--- src/rtl/api_frame_receive_parser_assert.svh ---
// assertion helpers for the api frame receive parser
// clk and rst are the clock and synchronous reset of the module that uses them
`ifndef API_FRAME_RECEIVE_PARSER_ASSERT_SVH
`define API_FRAME_RECEIVE_PARSER_ASSERT_SVH

// same-cycle implication
`define AFRP_ASSERT_IMPL(label, ante, cons) \
  label: assert property (@(posedge clk) disable iff (rst) (ante) |-> (cons)) \
    else $error("afrp assertion failed");

// next-cycle implication
`define AFRP_ASSERT_NEXT(label, ante, cons) \
  label: assert property (@(posedge clk) disable iff (rst) (ante) |=> (cons)) \
    else $error("afrp assertion failed");

`endif

--- src/rtl/afrp_pkg.sv ---
package afrp_pkg;

  localparam int TailBytesDefault = 8;

  localparam logic [7:0]  StartByte         = 8'h7E;
  localparam logic [15:0] HeaderAfterLength = 16'h000C;
  localparam logic [7:0]  ChecksumBase      = 8'hFF;
  localparam logic [15:0] MaxPayload        = 16'd65523;
  localparam logic [15:0] LenBytes          = 16'd2;
  localparam logic [15:0] AddrBytes         = 16'd8;
  localparam logic [15:0] NetBytes          = 16'd2;

  typedef enum logic [7:0] {
    PhHunt    = 8'b0000_0001,
    PhLen     = 8'b0000_0010,
    PhKind    = 8'b0000_0100,
    PhAddr    = 8'b0000_1000,
    PhNet     = 8'b0001_0000,
    PhOpt     = 8'b0010_0000,
    PhPayload = 8'b0100_0000,
    PhCheck   = 8'b1000_0000
  } afrp_phase_t;

  typedef struct packed {
    logic        checksum_good;
    logic [7:0]  frame_kind;
    logic [63:0] source_address;
    logic [15:0] payload_count;
    logic [63:0] payload_tail;
  } afrp_result_t;

  function automatic logic [15:0] payload_len(input logic [15:0] frame_length);
    logic [15:0] len;
    len = (frame_length >= HeaderAfterLength) ? (frame_length - HeaderAfterLength) : 16'd0;
    return len;
  endfunction

endpackage

--- src/rtl/afrp_parser.sv ---
module afrp_parser #(
  parameter int TAIL_BYTES = afrp_pkg::TailBytesDefault
) (
  input  logic                  clk,
  input  logic                  rst,
  input  logic                  accept,
  input  logic [7:0]            rx_byte,
  output logic                  in_check,
  output afrp_pkg::afrp_result_t result
);
  import afrp_pkg::*;

  `include "api_frame_receive_parser_assert.svh"

  localparam int TailW = TAIL_BYTES * 8;

  afrp_phase_t       phase;
  logic [15:0]       bytes_left;
  logic [15:0]       frame_length;
  logic [7:0]        running_sum;
  logic [7:0]        kind_reg;
  logic [63:0]       address_reg;
  logic [TailW-1:0]  payload_reg;
  logic [7:0]        running_sum_next;
  logic [15:0]       len_now;

  assign running_sum_next = running_sum + rx_byte;
  assign len_now          = payload_len(frame_length);
  assign in_check         = (phase == PhCheck);

  always_comb begin
    result.checksum_good  = (rx_byte == (ChecksumBase - running_sum));
    result.frame_kind     = kind_reg;
    result.source_address = address_reg;
    result.payload_count  = len_now;
    result.payload_tail   = 64'(payload_reg);
  end

  always_ff @(posedge clk) begin
    if (rst) begin
      phase        <= PhHunt;
      bytes_left   <= 16'd0;
      frame_length <= 16'd0;
      running_sum  <= 8'd0;
      kind_reg     <= 8'd0;
      address_reg  <= 64'd0;
      payload_reg  <= '0;
    end else if (accept) begin
      case (phase)
        PhHunt: begin
          if (rx_byte == StartByte) begin
            phase       <= PhLen;
            bytes_left  <= LenBytes;
            payload_reg <= '0;
          end
        end
        PhLen: begin
          frame_length <= {frame_length[7:0], rx_byte};
          bytes_left   <= bytes_left - 16'd1;
          if (bytes_left == 16'd1) begin
            phase <= PhKind;
          end
        end
        PhKind: begin
          kind_reg    <= rx_byte;
          running_sum <= rx_byte;
          phase       <= PhAddr;
          bytes_left  <= AddrBytes;
        end
        PhAddr: begin
          running_sum <= running_sum_next;
          address_reg <= {address_reg[55:0], rx_byte};
          bytes_left  <= bytes_left - 16'd1;
          if (bytes_left == 16'd1) begin
            phase      <= PhNet;
            bytes_left <= NetBytes;
          end
        end
        PhNet: begin
          running_sum <= running_sum_next;
          bytes_left  <= bytes_left - 16'd1;
          if (bytes_left == 16'd1) begin
            phase <= PhOpt;
          end
        end
        PhOpt: begin
          running_sum <= running_sum_next;
          bytes_left  <= len_now;
          phase       <= (len_now == 16'd0) ? PhCheck : PhPayload;
        end
        PhPayload: begin
          running_sum <= running_sum_next;
          payload_reg <= TailW'({payload_reg, rx_byte});
          bytes_left  <= bytes_left - 16'd1;
          if (bytes_left == 16'd1) begin
            phase <= PhCheck;
          end
        end
        PhCheck: begin
          phase      <= PhHunt;
          bytes_left <= 16'd0;
        end
        default: begin
          phase      <= PhHunt;
          bytes_left <= 16'd0;
        end
      endcase
    end
  end

  `AFRP_ASSERT_IMPL(a_payload_left, phase == PhPayload, bytes_left != 16'd0)
  `AFRP_ASSERT_IMPL(a_len_left, phase == PhLen, bytes_left == 16'd1 || bytes_left == 16'd2)
  `AFRP_ASSERT_IMPL(a_addr_left, phase == PhAddr, bytes_left >= 16'd1 && bytes_left <= AddrBytes)

endmodule

--- src/rtl/api_frame_receive_parser.sv ---
// output: a result appears on the outputs in the cycle after its checksum word is accepted
// throughput: one word per cycle; input stalls only when a result waits and the next
//   word is a checksum word
// reset: synchronous, clears the parser to hunting for the start word and drops any
//   pending result
module api_frame_receive_parser #(
  parameter int TAIL_BYTES = afrp_pkg::TailBytesDefault
) (
  input  logic        clk,
  input  logic        rst,
  input  logic        in_valid,
  output logic        in_ready,
  input  logic [7:0]  rx_byte,
  output logic        out_valid,
  input  logic        out_ready,
  output logic        checksum_good,
  output logic [7:0]  frame_kind,
  output logic [63:0] source_address,
  output logic [15:0] payload_count,
  output logic [63:0] payload_tail
);
  import afrp_pkg::*;

  `include "api_frame_receive_parser_assert.svh"

  logic         accept;
  logic         in_check;
  afrp_result_t result;
  afrp_result_t result_q;

  assign in_ready = !in_check || !out_valid || out_ready;
  assign accept   = in_valid && in_ready;

  afrp_parser #(
    .TAIL_BYTES(TAIL_BYTES)
  ) u_parser (
    .clk      (clk),
    .rst      (rst),
    .accept   (accept),
    .rx_byte  (rx_byte),
    .in_check (in_check),
    .result   (result)
  );

  always_ff @(posedge clk) begin
    if (rst) begin
      out_valid <= 1'b0;
    end else if (accept && in_check) begin
      out_valid <= 1'b1;
    end else if (out_ready) begin
      out_valid <= 1'b0;
    end
  end

  always_ff @(posedge clk) begin
    if (accept && in_check) begin
      result_q <= result;
    end
  end

  assign checksum_good  = result_q.checksum_good;
  assign frame_kind     = result_q.frame_kind;
  assign source_address = result_q.source_address;
  assign payload_count  = result_q.payload_count;
  assign payload_tail   = result_q.payload_tail;

  `AFRP_ASSERT_IMPL(a_rise_from_check, $rose(out_valid), $past(accept && in_check))
  `AFRP_ASSERT_IMPL(a_no_overwrite, out_valid && !out_ready, !(accept && in_check))
  `AFRP_ASSERT_IMPL(a_count_range, out_valid, payload_count <= MaxPayload)

endmodule
--- config.mk ---
export PLATFORM = sky130hd
export DESIGN_NAME = api_frame_receive_parser
export DESIGN_NICKNAME = d
export VERILOG_FILES = /design/src/rtl/afrp_pkg.sv /design/src/rtl/afrp_parser.sv /design/src/rtl/api_frame_receive_parser.sv
export VERILOG_INCLUDE_DIRS = /design/src /design/src/rtl
export SDC_FILE = /design/constraint.sdc
export NUM_CORES = 1
export LEC_CHECK = 0
export BUFFER_PORTS_ARGS = -buffer_cell sky130_fd_sc_hd__buf_2
export CAP_MARGIN = 15
export CORE_ASPECT_RATIO = 1.5
export CORE_MARGIN = 4
export CORE_UTILIZATION = 25
export DETAILED_ROUTE_END_ITERATION = 10
export PLACE_DENSITY_LB_ADDON = 0.25
export SKIP_LAST_GASP = 1
export SLEW_MARGIN = 20
export SYNTH_ARGS = -nofsm -noshare
export SYNTH_HDL_FRONTEND = slang
export SYNTH_SLANG_ARGS = --single-unit
--- constraint.sdc ---
create_clock -name clk -period 29.4 [get_ports clk]
set_input_delay 1.47 -clock clk [delete_from_list [all_inputs] [get_ports clk]]
set_output_delay 1.47 -clock clk [all_outputs]
set_load 0.03 [all_outputs]
==> impl_metrics.env, run 1 <==
export IMPL_min_path_type="flop to flop"
export IMPL_synth_edf_count=153
export IMPL_yosys_warnings=0
export IMPL_power_density_nw_per_um2=68.73
export IMPL_setup_viol=0
export IMPL_htree_levels=1
export IMPL_route_detailed_drc=0
export IMPL_areaGrowthSynthToFinish_pct=19.81
export IMPL_wl_microns=32940
export IMPL_dr_pass1_iters=5
export IMPL_synthesis_instances=1123
export IMPL_finalCritPeriodShare_pct=12.78
export IMPL_cts_tree="yes"
export IMPL_crit_slowest_cell="or4b_2"
export IMPL_core_area_sq_um=49800
export IMPL_die_area_sq_um=54110
export IMPL_fin_hold_ws_ps=431.9
export IMPL_slew_headroom_pct=30.02
export IMPL_antenna_found_initial=1
export IMPL_dieWidth_microns=191.3
export IMPL_fmax_mhz=266.2
export IMPL_status="completed"
export IMPL_peakVddDrop_mv=0.03390
export IMPL_fillers=5213
export IMPL_cts_hold_buf=0
export IMPL_yosysUniqueCellTypes=62
export IMPL_syn_area_sq_um=12600
export IMPL_p_int_uw=775.4
export IMPL_power_frac_clock_pct=41.0
export IMPL_slew_viol_final=0
export IMPL_synthFlopType="dfxtp_1"
export IMPL_p_leak_nw=5.309
export IMPL_worstPathCellList="or4b_2 -> or3_1 -> buf_2"
export IMPL_cts_root_buf="clkbuf_16"
export IMPL_drive_gt1_share_pct=18.71
export IMPL_netSwitchingFraction_pct=25.25
export IMPL_clock_sinks=338
export IMPL_power_frac_comb_pct=10.1
export IMPL_syn_num_nets=1146
export IMPL_final_hold_violation_count=0
export IMPL_cts_setup_buffers=0
export IMPL_grt_pass1_vias=8422
export IMPL_crit_type="flop to primary output"
export IMPL_portBuffers=166
export IMPL_fin_skew_ps=15.10
export IMPL_drv_cap=0
export IMPL_place_congestion=0.7983
export IMPL_p_seq_share_pct=48.9
export IMPL_start_util_pct=25.29
export IMPL_ant_nets=0
export IMPL_cts_buffers=31
export IMPL_fin_nets=1282
export IMPL_io_pins=167
export IMPL_rsz0062_at_grt="no"
export IMPL_wl_per_cell_microns=16.92
export IMPL_overflow=0
export IMPL_worst_pin_slew_ps=1050
export IMPL_arrival_ps=2290
export IMPL_fin_setup_tns_ps=0
export IMPL_clockBufferDepth=3
export IMPL_cpPeakStageDelay_ps=660
export IMPL_ys_async_sr_fraction_pct=0
export IMPL_num_vias=8754
export IMPL_grt_first_pass_wirelength_microns=50960
export IMPL_clock_latency_ps=570
export IMPL_synth_seq_cells=338
export IMPL_die_h_microns=282.9
export IMPL_crit_path_start_kind="flop"
export IMPL_avgSynthCellArea_sq_um=11.22
export IMPL_fin_crit_ps=3756
export IMPL_p_sw_uw=261.9
export IMPL_crit_required_ps=27930
export IMPL_rows=100
export IMPL_dpl_hpwl_microns=21720
export IMPL_clkSlewWorstSetupHoldPaths_ps=70
export IMPL_cp_max_fo=7
export IMPL_seq_area_frac_synth_pct=65.88
export IMPL_cts_resized=0
export IMPL_worst_setup_path_end_kind="primary output"
export IMPL_grt_max_degree=155
export IMPL_first_iter_violations=628
export IMPL_final_core_util_pct=30.30
export IMPL_grt_use_total_pct=11.79
export IMPL_avgViaCountPerCell=4.496
[per-layer routing]
metal,routed length (microns),up-vias,GRT usage [%]
met1,13490,4230,14.26
met2,16970,186,21.06
met4,957,0,3.917
li1,-,4289,-
met3,1527,49,2.044
met5,0,-,0
[cells in the mapped netlist (all sizes together), types with 3 or more instances]
cell type  instances  area [sq um]
inv               14         52.55
a211oi             5         37.54
o21ai             25         132.6
a21o               5         37.54
buf               29         175.2
ha                10         125.1
a22o               4         35.03
a221oi             4         35.03
dfxtp            185          3704
nor4b              3         26.28
a21oi             92         460.4
xor2              15         131.4
clkbuf            41         153.9
nor2b             10         62.56
mux2i             20         200.2
nor4              11         68.82
a31oi              3         18.77
and3               5         31.28
nand3             16         80.08
nor2             126         478.0
edfxtp           153          4594
nor3              13         76.33
a22oi             69         518.0
nand2b             3         18.77
a2bb2oi            4         35.03
nand2            181         679.4
or3                3         18.77
o21a              10         75.07
or4                6         48.80
a311oi             4         35.03
xnor2              9         78.83
and2              10         62.56
o211ai             3         22.52
[through the flow]
stage	instance area [sq um]	power, mW	cells	setup WS (ps)
floorplan	12600	0.6011	1123	16180
global placement	14020	0.6244	1889	25570
detailed placement	14020	0.6250	1889	25560
CTS	15090	1.054	1946	25590
global route	15090	1.079	1946	25530
finish	15090	1.037	1947	25640
[worst paths after layout]
kind,startpoint,to,slack [ps],cells past startpoint
setup / recovery,u_parser.phase[7],in_ready,25640,3
hold / removal,u_parser.address_reg[57],source_address[57],430,0
setup reg to reg,u_parser.phase[7],u_parser.payload_reg[39],26230,7
hold reg to reg,u_parser.address_reg[57],source_address[57],430,0
[placed cells by master, fill, tap and decap left out, drive strengths merged, types with 4 or more instances in the layout]
cell type	n
dfxtp	185
nand2	181
buf	173
edfxtp	153
nor2	126
a21oi	92
a22oi	69
clkbuf	39
o21ai	25
mux2i	20
nand3	16
xor2	15
inv	14
nor3	13
nor4	11
and2	10
o21a	10
nor2b	10
ha	10
xnor2	9
clkinv	9
or4	6
a211oi	5
and3	5
bufinv	5
a21o	5
a221oi	4
a2bb2oi	4
a311oi	4
a22o	4
clkinvlp	4
[kinds of logic (layout without fill, tap and decap cells)]
kind of cell,after synthesis,after routing,synth area share [%]
buffers and inverters,84,244,3.030
adder cells (fa/ha/maj),11,11,1.152
AO/OA/AOI/OAI,245,245,12.62
flip-flops,338,338,65.88
XOR/XNOR,24,24,1.669
AND/OR/NAND/NOR,400,400,13.98
multiplexers,21,21,1.679
other,0,1,0
[layout make-up]
type	count	area (sq um)	share of cell area, %
clock inverter	18	230.2	1.526
sequential	338	8298	54.99
inverter	14	52.55	0.3482
multi-input combinational	701	3940	26.11
antenna	1	2.502	0.01658
tap	663	829.5	5.497
clock buffer	39	835.8	5.539
timing repair buffer	173	902.1	5.978
[critical path, delay by kind of cell (launching register included)]
| kind | cells | cell delay, ps |
|---|---|---|
| simple gates | 2 | 1070 |
| buf+inv | 1 | 200 |
| flops | 1 | 450 |
[power by group through the flow]
stage          registers (mW)  clock network [mW]  logic, mW
6_report                0.507               0.425      0.105
5_1_grt                 0.508               0.456      0.115
4_1_cts                 0.507               0.439      0.107
3_5_place_dp            0.518                   0      0.107
3_3_place_gp            0.518                   0      0.106
2_1_floorplan           0.535                   0     0.0664
No activity file was read; power rests on OpenSTA's default activity.
==> run 2: changes to the inputs <==
ABC_AREA = 1   (was unset)
clock period = 3.1 ns   (was 29.4 ns; I/O delays follow)
==> run 2 against run 1 <==
Net effect: utilization is 0.19 points higher; cell count grew 11%; register-to-register slack got worse by 26000 ps; synthesized cell count is 16% higher; sequential share of layout area down 2.2 points; wire length rose by 9.6%.
==> impl_metrics.env, run 2 <==
export IMPL_status="completed"
export IMPL_fin_nets=1473
export IMPL_clockBufferDepth=3
export IMPL_antenna_found_initial=0
export IMPL_route_detailed_drc=0
export IMPL_cts_root_buf="clkbuf_16"
export IMPL_worstPathCellList="inv_1 -> nand2_2 -> nor4_4 -> nand2_2 -> nand2_2 -> inv_4 -> buf_4 -> nand2_2 -> o21ai_0 -> a21oi_1"
export IMPL_avgSynthCellArea_sq_um=10.03
export IMPL_fillers=5387
export IMPL_pre_cts_slack_ps=417.0
export IMPL_power_frac_clock_pct=36.5
export IMPL_r2r_slack_ps=430
export IMPL_ant_nets=0
export IMPL_seqCellArea_sq_um=8303
export IMPL_synthFlopType="dfxtp_1"
export IMPL_final_common_cell="nand2_1"
export IMPL_final_hold_violation_count=0
export IMPL_drive_gt1_share_pct=18.35
export IMPL_dr_pass1_iters=5
export IMPL_power_frac_comb_pct=21.8
export IMPL_synth_area_leaders="edfxtp_1, dfxtp_1, a21oi_1"
export IMPL_worst_setup_path_end_kind="flop"
export IMPL_die_h_microns=287.6
export IMPL_clock_sinks=338
export IMPL_synth_top_area_share_pct=35.25
export IMPL_grt_pass1_vias=9599
export IMPL_yosys_area_top_type="edfxtp_1"
export IMPL_overflow=0
export IMPL_finalCritPeriodShare_pct=86.08
export IMPL_grt_first_pass_wirelength_microns=56020
export IMPL_power_density_nw_per_um2=747.5
export IMPL_fin_crit_ps=2668
export IMPL_ys_async_sr_fraction_pct=0
export IMPL_fmax_mhz=374.8
export IMPL_arrival_ps=3070
export IMPL_dpl_cell_area_sq_um=14540
export IMPL_wl_per_cell_microns=16.77
export IMPL_crit_type="flop to flop"
export IMPL_clock_latency_ps=530
export IMPL_crit_path_start_kind="flop"
export IMPL_place_congestion=0.8233
export IMPL_synthTopCellsByCount="nand2_1, dfxtp_1, a21oi_1"
export IMPL_dieWidth_microns=194.4
export IMPL_rsz0062_at_grt="no"
export IMPL_final_core_util_pct=30.49
export IMPL_grt_max_degree=153
export IMPL_synthesis_instances=1300
export IMPL_path_common_cell="nand2_2"
export IMPL_htree_levels=2
export IMPL_wl_microns=36110
export IMPL_hold_depth=3
export IMPL_cp_max_fo=72
export IMPL_dpl_hpwl_microns=23400
export IMPL_grt_use_total_pct=12.43
export IMPL_final_area_sq_um=15720
export IMPL_p_int_mw=8.005
export IMPL_io_pins=167
export IMPL_peakVddDrop_mv=0.3069
export IMPL_avgViaCountPerCell=4.561
export IMPL_fin_ws_ps=431.7
export IMPL_yosysMostFrequentCell="nand2_1"
export IMPL_most_common_layout_cells="nand2_1, dfxtp_1, a21oi_1"
export IMPL_slew_viol_final=0
export IMPL_layout_cells_non_filler=2153
export IMPL_fin_skew_ps=23.54
export IMPL_seq_area_frac_synth_pct=63.67
export IMPL_yosys_warnings=0
export IMPL_setup_viol=0
export IMPL_yosysUniqueCellTypes=38
export IMPL_ff2ff_path_depth=10
export IMPL_num_vias=9820
export IMPL_die_area_sq_um=55930
export IMPL_areaGrowthSynthToFinish_pct=20.62
export IMPL_syn_area_sq_um=13030
export IMPL_portBuffers=166
export IMPL_fin_hold_ws_ps=38.49
export IMPL_synth_edf_count=153
export IMPL_crit_slowest_cell="buf_4"
export IMPL_start_util_pct=25.28
export IMPL_antenna_cells=0
export IMPL_netSwitchingFraction_pct=31.88
export IMPL_drv_cap=0
export IMPL_syn_num_nets=1323
export IMPL_power_mw=11.75
export IMPL_cts_buffers=35
export IMPL_multiInputGateArea_sq_um=4071
export IMPL_rows=102
export IMPL_synth_seq_cells=338
export IMPL_core_area_sq_um=51560
export IMPL_p_sw_mw=3.747
export IMPL_slew_headroom_pct=32.22
export IMPL_cpPeakStageDelay_ps=590
export IMPL_p_seq_share_pct=41.7
export IMPL_crit_required_ps=3500
export IMPL_cts_tree="yes"
export IMPL_clkSlewWorstSetupHoldPaths_ps=70
export IMPL_worst_pin_slew_ps=1016
export IMPL_place_inst=2086
export IMPL_cts_resized=0
export IMPL_p_leak_nw=5.485
export IMPL_min_path_type="input pin to flop"
export IMPL_first_iter_violations=518
export IMPL_fin_setup_tns_ps=0
[run 2: cell count changes after synthesis, moves of 11 or more]
cell / before / now
mux2i_1: 20 / 0
nor2_1: 124 / 72
buf_6: 2 / 13
o21ai_0: 23 / 118
inv_1: 14 / 66
a22oi_1: 69 / 1
nand2_1: 181 / 202
nand3_1: 16 / 157
nand4_1: 2 / 14
a21oi_1: 92 / 178
[run 2: cells by family (layout without fill, tap and decap cells)]
family                   count (synthesis)  count (layout)  share of synthesized area (%)
AND/OR/NAND/NOR                        473             473                          16.47
adder cells (fa/ha/maj)                 11              11                          1.114
buffers and inverters                  147             324                          5.232
AO/OA/AOI/OAI                          317             317                          12.58
flip-flops                             338             338                          63.67
XOR/XNOR                                14              14                         0.9408
[run 2: worst paths after layout]
kind / startpoint / to
hold / removal: rx_byte[2] / u_parser.kind_reg[2]
setup / recovery: u_parser.phase[4] / u_parser.frame_length[9]
hold reg to reg: u_parser.payload_reg[62] / payload_tail[62]
setup reg to reg: u_parser.phase[4] / u_parser.frame_length[9]
[run 2: critical path: cells and delay by family (launching register included)]
kind                   cells  cell delay [ps]
AO/OA/AOI/OAI              2              400
flip-flops                 1              410
buffers and inverters      3              780
AND/OR/NAND/NOR            5              890
[run 2: repair_timing]
item	CTS	global route
hold endpoints to repair	6	0
hold buffers	3	0
setup buffers	0	0
[run 2: power groups by stage]
stage | clock [mW] | combinational [mW] | sequential [mW]
2_1_floorplan | 0 | 1.93 | 4.97
3_3_place_gp | 0 | 2.56 | 4.99
3_5_place_dp | 0 | 2.56 | 5.00
4_1_cts | 4.46 | 2.59 | 4.90
5_1_grt | 4.61 | 2.89 | 4.91
6_report | 4.30 | 2.56 | 4.90
[run 2: area by class of cell]
cell class	instances	share of cell area, %
Tap cell	676	5.380
Timing Repair Buffer	190	6.892
Sequential cell	338	52.81
Clock buffer	45	5.810
Multi-Input combinational cell	815	25.90
Inverter	70	1.711
Clock inverter	19	1.496
[run 2: metal layers]
| layer | vias up | part of all wire (%) | global-route usage [%] |
|---|---|---|---|
| met2 | 223 | 51 | 21.77 |
| met5 | - | 0 | 0 |
| li1 | 4809 | - | - |
| met4 | 0 | 3.3 | 4.450 |
| met1 | 4728 | 42 | 15.37 |
| met3 | 60 | 4.2 | 2.177 |
==> run 3: changes to the inputs <==
MAX_ROUTING_LAYER = met4   (was unset)
==> run 3 against run 2 <==
Net effect: clock power grew 5%; via count shrank 0.38%; fmax grew 11%; non-clock buffer count grew 4; global-route usage grew 0.46 points; final area grew 0.72%; wire length grew 0.32%; cell count grew 0.19%; utilization grew 0.22 points; combinational power is essentially flat; critical path type unchanged; highest routed layer unchanged.
==> impl_metrics.env, run 3 (synthesis gave the netlist of run 2 again) <==
export IMPL_status="completed"
export IMPL_slew_viol_final=0
export IMPL_ant_nets=0
export IMPL_fin_skew_ps=27.30
export IMPL_clkSlewWorstSetupHoldPaths_ps=60
export IMPL_r2r_start="u_parser.phase[2]"
export IMPL_num_vias=9783
export IMPL_multiInputGateArea_sq_um=4071
export IMPL_start_util_pct=25.28
export IMPL_cp_max_fo=29
export IMPL_crit_path_start_kind="flop"
export IMPL_most_common_layout_cells="nand2_1, dfxtp_1, a21oi_1"
export IMPL_peakVddDrop_mv=0.3387
export IMPL_worstPathCellList="nor2_4 -> nand2_4 -> nor4_4 -> nand2_2 -> nand2_2 -> inv_4 -> buf_4 -> nand2_2 -> o21ai_0 -> a21oi_1"
export IMPL_antenna_found_initial=0
export IMPL_dpl_cell_area_sq_um=14570
export IMPL_wl_per_cell_microns=16.79
export IMPL_seqCellArea_sq_um=8303
export IMPL_dieWidth_microns=194.4
export IMPL_grt_use_total_pct=12.89
export IMPL_grt_max_degree=153
export IMPL_p_leak_nw=5.545
export IMPL_min_path_type="input pin to flop"
export IMPL_cpPeakStageDelay_ps=430
export IMPL_io_pins=167
export IMPL_clock_latency_ps=530
export IMPL_slew_headroom_pct=33.26
export IMPL_p_seq_share_pct=41.0
export IMPL_avgViaCountPerCell=4.535
export IMPL_finalCritPeriodShare_pct=77.33
export IMPL_critPathCapture="u_parser.frame_length[10]"
export IMPL_grt_pass1_vias=9763
export IMPL_place_inst=2089
export IMPL_cts_buffers=35
export IMPL_clock_sinks=338
export IMPL_final_common_cell="nand2_1"
export IMPL_crit_type="flop to flop"
export IMPL_fin_ws_ps=702.7
export IMPL_ff2ff_path_depth=10
export IMPL_hold_depth=3
export IMPL_cts_root_buf="clkbuf_16"
export IMPL_grt_first_pass_wirelength_microns=56810
export IMPL_rows=102
export IMPL_worst_pin_slew_ps=1000
export IMPL_drv_cap=0
export IMPL_dpl_hpwl_microns=23940
export IMPL_fmax_mhz=417.1
export IMPL_final_core_util_pct=30.71
export IMPL_overflow=0
export IMPL_wl_microns=36220
export IMPL_worst_setup_path_end_kind="flop"
export IMPL_dr_pass1_iters=5
export IMPL_portBuffers=166
export IMPL_clockBufferDepth=3
export IMPL_fin_setup_tns_ps=0
export IMPL_netSwitchingFraction_pct=31.39
export IMPL_fin_nets=1477
export IMPL_pre_cts_slack_ps=669.1
export IMPL_final_hold_violation_count=0
export IMPL_power_frac_comb_pct=21.3
export IMPL_layout_cells_non_filler=2157
export IMPL_htree_levels=2
export IMPL_power_frac_clock_pct=37.6
export IMPL_cts_tree="yes"
export IMPL_rsz0062_at_grt="no"
export IMPL_die_area_sq_um=55930
export IMPL_place_congestion=0.8349
export IMPL_r2r_slack_ps=700
export IMPL_crit_required_ps=3540
export IMPL_first_iter_violations=549
export IMPL_p_int_mw=8.204
export IMPL_fillers=5383
export IMPL_die_h_microns=287.6
export IMPL_setup_viol=0
export IMPL_path_common_cell="nand2_2"
export IMPL_crit_slowest_cell="nand2_2"
export IMPL_drive_gt1_share_pct=18.97
export IMPL_areaGrowthSynthToFinish_pct=21.48
export IMPL_arrival_ps=2840
export IMPL_p_sw_mw=3.754
export IMPL_core_area_sq_um=51560
export IMPL_route_detailed_drc=0
export IMPL_r2r_end="u_parser.frame_length[10]"
export IMPL_power_density_nw_per_um2=755.2
export IMPL_fin_crit_ps=2397
export IMPL_final_area_sq_um=15830
export IMPL_antenna_cells=0
export IMPL_startpoint="u_parser.phase[2]"
run 3: worst max-delay path, delay by kind of cell, from the launching register on:
kind,cells,cell delay (ps)
buf+inv,2,310
simple gates,6,1260
compound gates,2,370
flops,1,360
run 3: area by class of cell:
cell class,instances,share of cell area [%]
multi-input combinational,815,25.71
sequential,338,52.44
clock buffer,47,6.077
inverter,70,1.699
tap,676,5.342
timing repair buffer,194,7.049
clock inverter,17,1.683
run 3: power groups by stage:
stage / Clock (mW) / Combinational (mW) / Sequential (mW)
finish: 4.50 / 2.55 / 4.90
detailed placement: 0 / 2.56 / 5.00
floorplan: 0 / 1.93 / 4.97
CTS: 4.65 / 2.58 / 4.90
global placement: 0 / 2.56 / 5.00
global route: 4.82 / 2.88 / 4.92
run 3: routing by layer:
metal | up-vias | GRT usage [%] | wire (microns)
met5 | - | - | 0
met4 | 0 | 4.625 | 1216
met3 | 75 | 2.107 | 1503
met2 | 233 | 22.17 | 18270
met1 | 4663 | 15.30 | 15230
li1 | 4812 | - | -
run 3: how the worst min path moves through the flow:
stage                             startpoint                       to  slack, ps
finish                            rx_byte[7]  u_parser.payload_reg[7]         40
global route                      rx_byte[7]     u_parser.kind_reg[7]         40
CTS                               rx_byte[7]  u_parser.payload_reg[7]         20
detailed placement  u_parser.payload_reg[62]         payload_tail[62]        410
global placement    u_parser.payload_reg[57]         payload_tail[57]        410
floorplan                         rx_byte[0]     u_parser.kind_reg[0]        290
run 3: what timing repair did:
item | CTS | global route
gates resized for setup | 0 | 0
hold buffers | 4 | 0
setup buffers | 0 | 0
endpoints found under the hold margin | 7 | 0
run 3: metrics by stage:
stage	hold WS, ps	power (mW)
final	35.51	11.96
after global routing	41.62	12.62
after CTS	16.69	12.14
after detailed placement	412.5	7.561
after global placement	409.3	7.555
after floorplan	289.9	6.898
